`src/sv/nts_pkg.sv`:
```
// shared types and constants for the nearest neighbour selector
`timescale 1ns / 1ps

package nts_pkg;

    localparam int COORD_W  = 16;
    localparam int RADIUS_W = 15;
    localparam int DIFF_W   = COORD_W + 1;
    localparam int SQ_W     = 2 * COORD_W;
    localparam int DIST_W   = SQ_W + 1;
    localparam int RSQ_W    = 2 * RADIUS_W;

    localparam logic [RADIUS_W-1:0] AWARENESS_RESET = 15'd800;
    localparam logic [RADIUS_W-1:0] PREDATOR_RESET  = 15'd10240;

    typedef enum logic [1:0] {
        MODE_BEGIN  = 2'd0,
        MODE_POINT  = 2'd1,
        MODE_FINISH = 2'd2
    } mode_t;

    typedef enum logic {
        REG_AWARENESS = 1'b0,
        REG_PREDATOR  = 1'b1
    } cfg_reg_t;

    typedef struct packed {
        logic signed [COORD_W-1:0] x;
        logic signed [COORD_W-1:0] y;
        logic signed [COORD_W-1:0] vx;
        logic signed [COORD_W-1:0] vy;
    } slot_t;

    typedef struct packed {
        logic clear;
        logic offer;
    } bank_cmd_t;

endpackage

```
`src/sv/nts_slot_bank.sv`:
```
// bank of kept neighbours with fill-first and replace-farthest update
`timescale 1ns / 1ps

module nts_slot_bank #(
    parameter int KEEP_COUNT = 3
) (
    input  logic                                clk,
    input  logic                                rst_n,
    input  nts_pkg::bank_cmd_t                  cmd,
    input  nts_pkg::slot_t                      cand,
    input  logic [nts_pkg::DIST_W-1:0]          cand_dist,
    output nts_pkg::slot_t [KEEP_COUNT-1:0]     slots,
    output logic [KEEP_COUNT-1:0]               slot_valid
);

    nts_pkg::slot_t [KEEP_COUNT-1:0]            slot_reg;
    logic [KEEP_COUNT-1:0][nts_pkg::DIST_W-1:0] dist_reg;
    logic [KEEP_COUNT-1:0]                      valid_reg;
    logic [KEEP_COUNT-1:0]                      valid_next;
    logic [KEEP_COUNT-1:0]                      wr_sel;

    // lowest empty slot first, else farthest slot (lowest on ties) if strictly closer
    always_comb
    begin
        logic                       found;
        logic [KEEP_COUNT-1:0]      empty_sel;
        logic [KEEP_COUNT-1:0]      far_sel;
        logic [nts_pkg::DIST_W-1:0] far_dist;
        found     = 1'b0;
        empty_sel = '0;
        for (int i = 0; i < KEEP_COUNT; i++)
        begin
            if (!valid_reg[i] && !found)
            begin
                empty_sel[i] = 1'b1;
                found        = 1'b1;
            end
        end
        far_dist = dist_reg[0];
        far_sel  = KEEP_COUNT'(1);
        for (int i = 1; i < KEEP_COUNT; i++)
        begin
            if (dist_reg[i] > far_dist)
            begin
                far_dist = dist_reg[i];
                far_sel  = KEEP_COUNT'(1) << i;
            end
        end
        if (!cmd.offer)
            wr_sel = '0;
        else if (found)
            wr_sel = empty_sel;
        else if (cand_dist < far_dist)
            wr_sel = far_sel;
        else
            wr_sel = '0;
    end

    always_comb
    begin
        if (cmd.clear)
            valid_next = '0;
        else
            valid_next = valid_reg | wr_sel;
    end

    always_ff @(posedge clk or negedge rst_n)
    begin
        if (!rst_n)
            valid_reg <= '0;
        else
            valid_reg <= valid_next;
    end

    always_ff @(posedge clk)
    begin
        for (int i = 0; i < KEEP_COUNT; i++)
        begin
            if (wr_sel[i])
            begin
                slot_reg[i] <= cand;
                dist_reg[i] <= cand_dist;
            end
        end
    end

    assign slots      = slot_reg;
    assign slot_valid = valid_reg;

endmodule

```
`src/sv/nearest_three_neighbour_select.sv`:
```
// top level: keeps the nearest flock members and predators around a query point
// pipeline: a request passes an input stage and an update stage, which writes the slots
// throughput: one request per cycle; a finish snapshots 2*KEEP_COUNT results, sent one
// per cycle with out_ready high; later requests flow until a second finish must wait
// reset: slots empty, query point (0, 0), ranges 800 and 10240, no results pending
`timescale 1ns / 1ps

module nearest_three_neighbour_select #(
    parameter int KEEP_COUNT = 3
) (
    input  logic                                clk,
    input  logic                                rst_n,
    input  logic                                cfg_valid,
    output logic                                cfg_ready,
    input  logic                                cfg_index,
    input  logic [nts_pkg::RADIUS_W-1:0]        cfg_data,
    input  logic                                in_valid,
    output logic                                in_ready,
    input  logic [1:0]                          mode,
    input  logic signed [nts_pkg::COORD_W-1:0]  query_x,
    input  logic signed [nts_pkg::COORD_W-1:0]  query_y,
    input  logic signed [nts_pkg::COORD_W-1:0]  point_x,
    input  logic signed [nts_pkg::COORD_W-1:0]  point_y,
    input  logic signed [nts_pkg::COORD_W-1:0]  point_vx,
    input  logic signed [nts_pkg::COORD_W-1:0]  point_vy,
    input  logic                                is_predator,
    output logic                                out_valid,
    input  logic                                out_ready,
    output logic signed [nts_pkg::COORD_W-1:0]  slot_x,
    output logic signed [nts_pkg::COORD_W-1:0]  slot_y,
    output logic signed [nts_pkg::COORD_W-1:0]  slot_vx,
    output logic signed [nts_pkg::COORD_W-1:0]  slot_vy,
    output logic                                from_flock,
    output logic                                last_slot
);

    localparam int OUT_COUNT = 2 * KEEP_COUNT;
    localparam int CNT_W     = $clog2(OUT_COUNT + 1);

    // configuration
    logic [nts_pkg::RADIUS_W-1:0] awareness_reg;
    logic [nts_pkg::RADIUS_W-1:0] predator_reg;

    // query point
    logic signed [nts_pkg::COORD_W-1:0] query_x_reg;
    logic signed [nts_pkg::COORD_W-1:0] query_y_reg;

    // input stage
    logic                               a_valid_reg;
    logic [1:0]                         a_mode_reg;
    logic signed [nts_pkg::COORD_W-1:0] a_qx_reg;
    logic signed [nts_pkg::COORD_W-1:0] a_qy_reg;
    nts_pkg::slot_t                     a_point_reg;
    logic                               a_pred_reg;
    logic                               a_ready;
    logic                               a_fire;

    // update stage
    logic                               b_valid_reg;
    logic [1:0]                         b_mode_reg;
    logic [nts_pkg::SQ_W-1:0]           b_sqx_reg;
    logic [nts_pkg::SQ_W-1:0]           b_sqy_reg;
    logic [nts_pkg::RSQ_W-1:0]          b_rsq_reg;
    nts_pkg::slot_t                     b_point_reg;
    logic                               b_pred_reg;
    logic                               b_ready;
    logic                               b_fire;

    // squares
    logic signed [nts_pkg::DIFF_W-1:0]  dx;
    logic signed [nts_pkg::DIFF_W-1:0]  dy;
    logic signed [2*nts_pkg::DIFF_W-1:0] sqx_full;
    logic signed [2*nts_pkg::DIFF_W-1:0] sqy_full;
    logic [nts_pkg::RADIUS_W-1:0]       range_sel;
    logic [nts_pkg::RSQ_W-1:0]          rsq;

    // range check
    logic [nts_pkg::DIST_W-1:0]         dist_sum;
    logic                               in_range;

    // banks
    nts_pkg::bank_cmd_t                 flock_cmd;
    nts_pkg::bank_cmd_t                 pred_cmd;
    nts_pkg::slot_t [KEEP_COUNT-1:0]    flock_slots;
    nts_pkg::slot_t [KEEP_COUNT-1:0]    pred_slots;
    logic [KEEP_COUNT-1:0]              flock_valid;
    logic [KEEP_COUNT-1:0]              pred_valid;

    // result buffer
    nts_pkg::slot_t [OUT_COUNT-1:0]     buf_reg;
    nts_pkg::slot_t [OUT_COUNT-1:0]     buf_load;
    logic [CNT_W-1:0]                   count_reg;
    logic [CNT_W-1:0]                   count_next;
    logic                               out_fire;
    logic                               buf_free;
    logic                               buf_take;

    // configuration writes
    assign cfg_ready = 1'b1;

    always_ff @(posedge clk or negedge rst_n)
    begin
        if (!rst_n)
        begin
            awareness_reg <= nts_pkg::AWARENESS_RESET;
            predator_reg  <= nts_pkg::PREDATOR_RESET;
        end
        else if (cfg_valid && cfg_ready)
        begin
            unique case (nts_pkg::cfg_reg_t'(cfg_index))
                nts_pkg::REG_AWARENESS: awareness_reg <= cfg_data;
                nts_pkg::REG_PREDATOR:  predator_reg  <= cfg_data;
                default:                awareness_reg <= awareness_reg;
            endcase
        end
    end

    // handshake chain
    assign out_fire = out_valid && out_ready;
    assign buf_free = (count_reg == '0) || (out_fire && count_reg == CNT_W'(1));
    assign b_ready  = !b_valid_reg || (b_mode_reg != nts_pkg::MODE_FINISH) || buf_free;
    assign b_fire   = b_valid_reg && b_ready;
    assign a_ready  = !a_valid_reg || b_ready;
    assign a_fire   = a_valid_reg && b_ready;
    assign in_ready = a_ready;

    // input stage
    always_ff @(posedge clk or negedge rst_n)
    begin
        if (!rst_n)
            a_valid_reg <= 1'b0;
        else if (a_ready)
            a_valid_reg <= in_valid;
    end

    always_ff @(posedge clk)
    begin
        if (in_valid && in_ready)
        begin
            a_mode_reg  <= mode;
            a_qx_reg    <= query_x;
            a_qy_reg    <= query_y;
            a_point_reg <= '{x: point_x, y: point_y, vx: point_vx, vy: point_vy};
            a_pred_reg  <= is_predator;
        end
    end

    // query point follows a begin request as it leaves the input stage
    always_ff @(posedge clk or negedge rst_n)
    begin
        if (!rst_n)
        begin
            query_x_reg <= '0;
            query_y_reg <= '0;
        end
        else if (a_fire && a_mode_reg == nts_pkg::MODE_BEGIN)
        begin
            query_x_reg <= a_qx_reg;
            query_y_reg <= a_qy_reg;
        end
    end

    // squared offsets and squared range
    assign dx        = nts_pkg::DIFF_W'(a_point_reg.x) - nts_pkg::DIFF_W'(query_x_reg);
    assign dy        = nts_pkg::DIFF_W'(a_point_reg.y) - nts_pkg::DIFF_W'(query_y_reg);
    assign sqx_full  = dx * dx;
    assign sqy_full  = dy * dy;
    assign range_sel = a_pred_reg ? predator_reg : awareness_reg;
    assign rsq       = range_sel * range_sel;

    always_ff @(posedge clk or negedge rst_n)
    begin
        if (!rst_n)
            b_valid_reg <= 1'b0;
        else if (b_ready)
            b_valid_reg <= a_valid_reg;
    end

    always_ff @(posedge clk)
    begin
        if (a_fire)
        begin
            b_mode_reg  <= a_mode_reg;
            b_sqx_reg   <= sqx_full[nts_pkg::SQ_W-1:0];
            b_sqy_reg   <= sqy_full[nts_pkg::SQ_W-1:0];
            b_rsq_reg   <= rsq;
            b_point_reg <= a_point_reg;
            b_pred_reg  <= a_pred_reg;
        end
    end

    // update stage
    assign dist_sum = nts_pkg::DIST_W'(b_sqx_reg) + nts_pkg::DIST_W'(b_sqy_reg);
    assign in_range = (dist_sum != '0) && (dist_sum <= nts_pkg::DIST_W'(b_rsq_reg));

    always_comb
    begin
        flock_cmd.clear = b_fire && (b_mode_reg == nts_pkg::MODE_BEGIN);
        flock_cmd.offer = b_fire && (b_mode_reg == nts_pkg::MODE_POINT) && in_range
                          && !b_pred_reg;
        pred_cmd.clear  = flock_cmd.clear;
        pred_cmd.offer  = b_fire && (b_mode_reg == nts_pkg::MODE_POINT) && in_range
                          && b_pred_reg;
    end

    nts_slot_bank #(
        .KEEP_COUNT (KEEP_COUNT)
    ) u_flock_bank (
        .clk        (clk),
        .rst_n      (rst_n),
        .cmd        (flock_cmd),
        .cand       (b_point_reg),
        .cand_dist  (dist_sum),
        .slots      (flock_slots),
        .slot_valid (flock_valid)
    );

    nts_slot_bank #(
        .KEEP_COUNT (KEEP_COUNT)
    ) u_pred_bank (
        .clk        (clk),
        .rst_n      (rst_n),
        .cmd        (pred_cmd),
        .cand       (b_point_reg),
        .cand_dist  (dist_sum),
        .slots      (pred_slots),
        .slot_valid (pred_valid)
    );

    // snapshot on finish, empty slots read as zero
    assign buf_take = b_fire && (b_mode_reg == nts_pkg::MODE_FINISH);

    always_comb
    begin
        for (int i = 0; i < KEEP_COUNT; i++)
        begin
            buf_load[i]              = flock_valid[i] ? flock_slots[i] : '0;
            buf_load[KEEP_COUNT + i] = pred_valid[i] ? pred_slots[i] : '0;
        end
    end

    always_comb
    begin
        if (buf_take)
            count_next = CNT_W'(OUT_COUNT);
        else if (out_fire)
            count_next = count_reg - CNT_W'(1);
        else
            count_next = count_reg;
    end

    always_ff @(posedge clk or negedge rst_n)
    begin
        if (!rst_n)
            count_reg <= '0;
        else
            count_reg <= count_next;
    end

    always_ff @(posedge clk)
    begin
        if (buf_take)
            buf_reg <= buf_load;
        else if (out_fire)
        begin
            for (int i = 0; i < OUT_COUNT - 1; i++)
                buf_reg[i] <= buf_reg[i + 1];
        end
    end

    assign out_valid  = (count_reg != '0);
    assign slot_x     = buf_reg[0].x;
    assign slot_y     = buf_reg[0].y;
    assign slot_vx    = buf_reg[0].vx;
    assign slot_vy    = buf_reg[0].vy;
    assign from_flock = (count_reg > CNT_W'(KEEP_COUNT));
    assign last_slot  = (count_reg == CNT_W'(1));

endmodule

```
`config.mk`:
```
export PLATFORM = sky130hd
export DESIGN_NAME = nearest_three_neighbour_select
export DESIGN_NICKNAME = d
export VERILOG_FILES = /design/src/sv/nts_pkg.sv /design/src/sv/nts_slot_bank.sv /design/src/sv/nearest_three_neighbour_select.sv
export SDC_FILE = /design/constraint.sdc
export NUM_CORES = 2
export LEC_CHECK = 0
export BUFFER_PORTS_ARGS = -buffer_cell sky130_fd_sc_hd__buf_2
export CELL_PAD_IN_SITES_DETAIL_PLACEMENT = 2
export CELL_PAD_IN_SITES_GLOBAL_PLACEMENT = 2
export CORE_MARGIN = 2
export CORE_UTILIZATION = 40
export DETAILED_ROUTE_END_ITERATION = 8
export PLACE_DENSITY = 0.81
export SLEW_MARGIN = 20
export SYNTH_ARGS = -nofsm -noshare
export SYNTH_HDL_FRONTEND = slang
export SYNTH_SLANG_ARGS = --single-unit
```
`constraint.sdc`:
```
create_clock -name clk -period 24.2 [get_ports clk]
set_input_delay 4.84 -clock clk [delete_from_list [all_inputs] [get_ports clk]]
set_output_delay 4.84 -clock clk [all_outputs]
set_load 0.01 [all_outputs]
```
### Yosys cells after proc, flatten, opt, wreduce, memory -nomap -nowiden

Cells that the tools add are included.

| word-level totals | value |
|---|---|
| bits in registers | 1299 |
| input bits | 120 |
| output and inout port bits | 69 |
| logic and storage cells | 176 |

| operators by class | value |
|---|---|
| add/subtract/negate cells | 4 |
| multipliers | 3 |
| magnitude comparators | 8 |
| equal/unequal tests | 4 |
| muxes and demuxes | 36 |
| bitwise operators | 3 |
| reduce and logical (&&, ||, !) cells | 38 |

Operators by type and width:

| cell | number |
|---|---|
| 320-bit 2-to-1 mux | 2 |
| 64-bit 2-to-1 mux | 5 |
| 33-bit > comparator | 4 |
| 33-bit 2-to-1 mux | 4 |
| 33-bit < comparator | 2 |
| 17-bit by 17-bit multiplier with 32-bit output | 2 |
| 3-bit 2-to-1 mux | 12 |
| 16-bit by 16-bit subtractor with 17-bit output | 2 |
| 32-bit by 32-bit adder with 33-bit output | 1 |
| 33-bit by 30-bit less-or-equal comparator with 1-bit output | 1 |
| 33-bit nonzero test | 1 |
| 15-bit by 15-bit multiplier with 30-bit output | 1 |
| 1-bit logical AND | 17 |
| 15-bit 2-to-1 mux | 1 |
| 1-bit 2-to-1 mux | 10 |
| 1-bit zero test | 9 |
| 3-bit OR | 2 |
| 2-bit zero test | 2 |
| 1-bit logical OR | 4 |
| 2-bit 2-to-1 mux | 2 |
| 2-bit AND reduction | 2 |
| 3-bit by 1-bit equality test with 1-bit output (second input constant) | 1 |
| 3-bit by 2-bit > comparator with 1-bit output (second input constant) | 1 |
| 3-bit zero test | 1 |
| other kinds (7) | 7 |

### Logic depth before layout (Yosys ltp)

| logic depth | value |
|---|---|
| depth after elaboration | 12 |
| depth in mapped cells | 37 |
| gate-level depth less buffers | 35 |

### By module

Synthesis repeated with hierarchy kept, for this count alone.

| unflattened totals | value |
|---|---|
| cells, all modules | 6699 |
| area total of the unflattened synthesis | 79820.3 um2 |

By module, submodules not included:

| module | times used | cells each | area each (um2) | seq. area each (um2) |
|---|---|---|---|---|
| nearest_three_neighbour_select | 1 | 5273 | 55406.9 | 20931.3 |
| nts_slot_bank | 2 | 713 | 12206.7 | 8813.5 |

### Worst setup path before layout

OpenSTA, ideal clock, no wires.

| timing | value |
|---|---|
| path type | input to register |
| start | input out_ready |
| end | register buf_reg[100] in the netlist's numbering, enable pin |
| data arrival time | 10727 ps |
| setup slack | 11065 ps |
| cell stages on the path | 5 |
| path buffers | 1 |
| path through | nand2_1 -> nand3_1 -> nand2_1 -> clkbuf_1 -> nand2_1 |

| on the way | value |
|---|---|
| longest elaborated chain between the ends | 7 |

RTL lines:

| item | RTL line | RTL |
|---|---|---|
| from (decl) | nearest_three_neighbour_select.sv:28 | `input logic out_ready,` |
| 1-bit logical AND * | nearest_three_neighbour_select.sv:119 | `assign out_fire = out_valid && out_ready;` |
| 1-bit logical AND | nearest_three_neighbour_select.sv:120 | `assign buf_free = (count_reg == '0) \|\| (out_fire && count_reg == CNT_W'(1));` |
| 1-bit logical OR | nearest_three_neighbour_select.sv:120 |  |
| 1-bit logical OR | nearest_three_neighbour_select.sv:121 | `assign b_ready = !b_valid_reg \|\| (b_mode_reg != nts_pkg::MODE_FINISH) \|\| buf_free;` |
| 1-bit logical AND | nearest_three_neighbour_select.sv:122 | `assign b_fire = b_valid_reg && b_ready;` |
| 1-bit logical AND | nearest_three_neighbour_select.sv:231 | `assign buf_take = b_fire && (b_mode_reg == nts_pkg::MODE_FINISH);` |
| 2-bit nonzero test (no source line) * | - |  |
| to (signal assigned) | nearest_three_neighbour_select.sv:263 | `buf_reg <= buf_load;` |
| to (signal, indexed assignment) | nearest_three_neighbour_select.sv:267 | `buf_reg[i] <= buf_reg[i + 1];` |
| to (decl) | nearest_three_neighbour_select.sv:90 | `nts_pkg::slot_t [OUT_COUNT-1:0] buf_reg;` |

Mark *: on every way between the ends. The rest lies on a longest branch, timed or not.
A chain may end at the register's enable or synchronous reset.

### Worst setup path in the final report

| timing | value |
|---|---|
| start | register u_pred_bank.dist_reg[3] in the netlist's numbering |
| end | register u_pred_bank.slot_reg (netlist bit u_pred_bank.slots[4]), enable pin |

| on the way | value |
|---|---|
| longest elaborated chain between the ends | 8 |
| elaborated cells between the ends (all ways) | 10 |
| those cells by class | 3 x order compare; 7 x mux |

RTL lines:

| item | RTL line | RTL |
|---|---|---|
| from (decl) | nts_slot_bank.sv:17 | `logic [KEEP_COUNT-1:0][nts_pkg::DIST_W-1:0] dist_reg;` |
| from (signal, indexed assignment) | nts_slot_bank.sv:82 | `dist_reg[i] <= cand_dist;` |
| 33-bit > comparator | nts_slot_bank.sv:43 | `if (dist_reg[i] > far_dist)` |
| 33-bit 2-to-1 mux | nts_slot_bank.sv:43 |  |
| 33-bit > comparator | nts_slot_bank.sv:43 |  |
| 33-bit 2-to-1 mux | nts_slot_bank.sv:43 |  |
| 33-bit < comparator | nts_slot_bank.sv:53 | `else if (cand_dist < far_dist)` |
| 3-bit 2-to-1 mux * | nts_slot_bank.sv:53 |  |
| 3-bit 2-to-1 mux * | nts_slot_bank.sv:51 | `else if (found)` |
| 3-bit 2-to-1 mux * | nts_slot_bank.sv:49 | `if (!cmd.offer)` |
| named net u_pred_bank.wr_sel[0] | nts_slot_bank.sv:20 | `logic [KEEP_COUNT-1:0] wr_sel;` |
| to (signal, indexed assignment) | nts_slot_bank.sv:81 | `slot_reg[i] <= cand;` |
| to (decl) | nts_slot_bank.sv:16 | `nts_pkg::slot_t [KEEP_COUNT-1:0] slot_reg;` |

Mark *: on every way through the listed nets, which the timed path passes. The rest lies on a longest branch.

==> parameters.txt <==
Parameter                              Value

Detailed routing
  Via-per-instance ratio ... 5.69
  Routed vias ... 54346
  Drt initial violations ... 4242
  Wire length reported by the detailed router ... 305000 um
  Antenna-violating nets left ... 0
  Number of remaining DRC errors ... 0
  Detailed-route wire length per cell ... 31.9 um
  Number of detailed-routing iterations run before antenna repair ... 5

Floorplanning
  Row count ... 163
  Die height ... 449 um
  Number of primary I/O pins ... 189
  Initial Utilization ... 40.2%
  Die Outline Area ... 202000 um^2
  Die X-Extent ... 449 um
  Placeable core area ... 197000 um^2

Setup path
  Startpoint kind of the worst setup timing path ... flop
  Critical path buffers and inverters ... 4
  Cell family with most CP delay ... compound AO/OA/AOI/OAI gates
  Slowest Stage Delay on Critical Path ... 0.93 ns
  Kind of capture point of the worst setup path ... flop
  Critical path class ... reg -> reg
  Slowest cell on crit path ... nor4_1
  Data arrival time at the worst-slack endpoint ... 11.89 ns
  Most frequent cell on the critical path ... o21ai_0
  Required arrival time at the worst endpoint ... 24.65 ns
  Maximum fanout along the worst path ... 54

Clock tree
  Total CTS buffers ... 146
  Number of gates given a new drive strength after cts ... 0
  Number of buffers inserted for hold repair after clock tree synthesis ... 0
  Clock transition time at the flip-flop clock pins of the worst setup and hold paths ... 0.07 ns
  Post-CTS setup buffer count ... 0
  Clock Tree Buf Depth ... 3
  Clock latency reported for the late side of the worst-skew pair ... 0.85 ns
  Clock tree from TritonCTS ... built
  Clock Root Buffer ... clkbuf_16
  Clock tree sinks ... 1296
  H-Tree Depth ... 4

Placed design
  Cell count after placement ... 9297
  Gpl congestion ... 0.864
  Post-DP HPWL ... 207000 um
  # port buffers ... 187

STA
  Pin slew with the least headroom to its limit ... 1.15 ns
  Setup violators final ... 0
  RSZ-0062 raised after global routing ... false
  Final Hold Viols ... 0
  Fin. max-slew vios ... 0
  Highest Clock Rate ... 87.4 MHz
  Post-route minimum period ... 11.45 ns
  Clock Skews ... 0.0391 ns
  Share of the clock period used by the worst path ... 47.3%
  Max transition margin ... 23.5%
  TNS Setup ... 0 ns
  Worst-case hold slack ... 0.426 ns

Final layout
  Number of fillers in the final layout ... 19669
  Final core utilization ... 44.4%
  Number of cells in the finished layout apart from fillers ... 9557
  Final nets ... 8114
  Area of combinational cells with multiple inputs ... 35900 um^2
  Area growth from synthesis to layout ... 10.5%
  Reg area ... 38600 um^2
  Number of flip-flops under the largest register name ... 320
  Fraction of final layout cells sized beyond drive strength 1 ... 9.55%

Global route
  GRT Overall Usage ... 30.3%
  Number of global-route vias before repair ... 63480
  Global-route wire length before repair ... 447000 um
  GRT overflow ... 0
  Initial antenna violation count ... 8
  Maximum number of pins on one net before global-route repair ... 189

Yosys
  Synth warn ... 0
  Mapped cell area ... 79300 um^2
  Number of synthesized flops with an enable pin ... 1223
  Proportion of register bits with asynchronous set or reset after synthesis ... 5.63%
  Primary flip-flop cell chosen by synthesis mapping ... edfxtp_1
  Count of different cell masters after synthesis ... 91
  Gate count of the mapped netlist ... 6639
  Mapped Nets ... 7948
  Average cell area after synthesis ... 11.9 um^2
  Sequential-to-total area share from yosys stat ... 48.6%
  Count of state elements after synthesis ... 1296

Outcome
  Status ... complete, no violations

Flow run
  Maximum Capacitance Violations ... 0

Min path
  Min-Delay Path Class ... reg -> reg
cell usage in the layout, fill, tap and decap left out, types with 41 or more instances in the layout:
master and instances:
a21oi_1 138, buf_2 186, xor2_1 42, buf_4 89
nand3_1 358, mux2i_1 75, xnor2_1 121, edfxtp_1 1223
clkbuf_16 147, a21o_1 87, dfrtp_1 62, nand4_1 50
nand2_1 942, ha_1 536, inv_1 968, o21a_1 41
mux2_2 105, and2_1 88, o21ai_0 127, nor3_1 46
fa_1 653, nor2_1 343
logic make-up after synthesis:
logic type	after synthesis	synth area share, %
buf+inv	1249	6.23
compound gates	580	4.86
xor+xnor	168	1.86
other cells	1	0.00473
mux	180	2.44
simple gates	1976	11.0
flops	1296	48.6
fa+ha+maj	1189	25.0
path summary, 6_finish.rpt:
kind / to / slack (ns) / depth (start not counted) / startpoint
max: u_pred_bank.slots[4]$_DFFE_PP_ / 12.75 / 28 / u_pred_bank.dist_reg[3]$_DFFE_PP_
min: b_point_reg[1]$_DFFE_PP_ / 0.43 / 0 / a_point_reg[1]$_DFFE_PP_
max reg2reg: u_pred_bank.slots[4]$_DFFE_PP_ / 12.75 / 28 / u_pred_bank.dist_reg[3]$_DFFE_PP_
min reg2reg: b_point_reg[1]$_DFFE_PP_ / 0.43 / 0 / a_point_reg[1]$_DFFE_PP_
max in group asynchronous: u_flock_bank.slot_valid[1]$_DFF_PN0_ / 18.99 / 2 / rst_n
min in group asynchronous: query_y_reg[7]$_DFFE_PN0P_ / 3.94 / 1 / rst_n
stage by stage:
step           setup slack (ns)  instance area (um^2)
6_report                  12.75                 87600
4_1_cts                   13.28                 87600
3_3_place_gp              13.99                 83100
5_1_grt                   12.66                 87600
3_5_place_dp              13.76                 83100
2_1_floorplan             11.07                 79300
layout make-up:
type	count	share of cell area (%)
diodes	4	0.0114
clock buffers	183	4.38
clock inverters	73	0.676
inverters	989	4.25
multi-input cells	4094	41.0
flip-flops and latches	1296	44.0
well taps	2640	3.77
repair buffers	278	1.89
cells in the mapped netlist, types with 17 or more instances:
| library cell | number | area (um^2) |
|---|---|---|
| a211oi_1 | 31 | 233 |
| a21o_1 | 87 | 653 |
| a21oi_1 | 138 | 691 |
| a31oi_1 | 17 | 106 |
| and2_1 | 94 | 588 |
| buf_4 | 66 | 495 |
| clkbuf_1 | 175 | 657 |
| dfrtp_1 | 68 | 1700 |
| edfxtp_1 | 1223 | 36700 |
| fa_1 | 653 | 13100 |
| ha_1 | 536 | 6710 |
| inv_1 | 968 | 3630 |
| mux2_2 | 105 | 1180 |
| mux2i_1 | 75 | 751 |
| nand2_1 | 944 | 3540 |
| nand2b_1 | 24 | 150 |
| nand3_1 | 358 | 1790 |
| nand4_1 | 50 | 313 |
| nor2_1 | 344 | 1290 |
| nor2b_1 | 32 | 200 |
| nor3_1 | 46 | 230 |
| o21a_1 | 41 | 308 |
| o21ai_0 | 129 | 646 |
| o21bai_1 | 20 | 150 |
| xnor2_1 | 125 | 1090 |
| xor2_1 | 43 | 377 |
routing by layer:
layer	up-vias	part of all wire, %	GRT usage, %
met5	-	0.0036	0
met3	970	4.9	4.57
met2	2166	53	55.0
met4	2	7.9	20.3
met1	28625	35	32.4
li1	22583	-	-
Power is left out: the tool's default activity adds up to more than one toggle a clock period on the data nets, which glitch-free logic cannot reach.
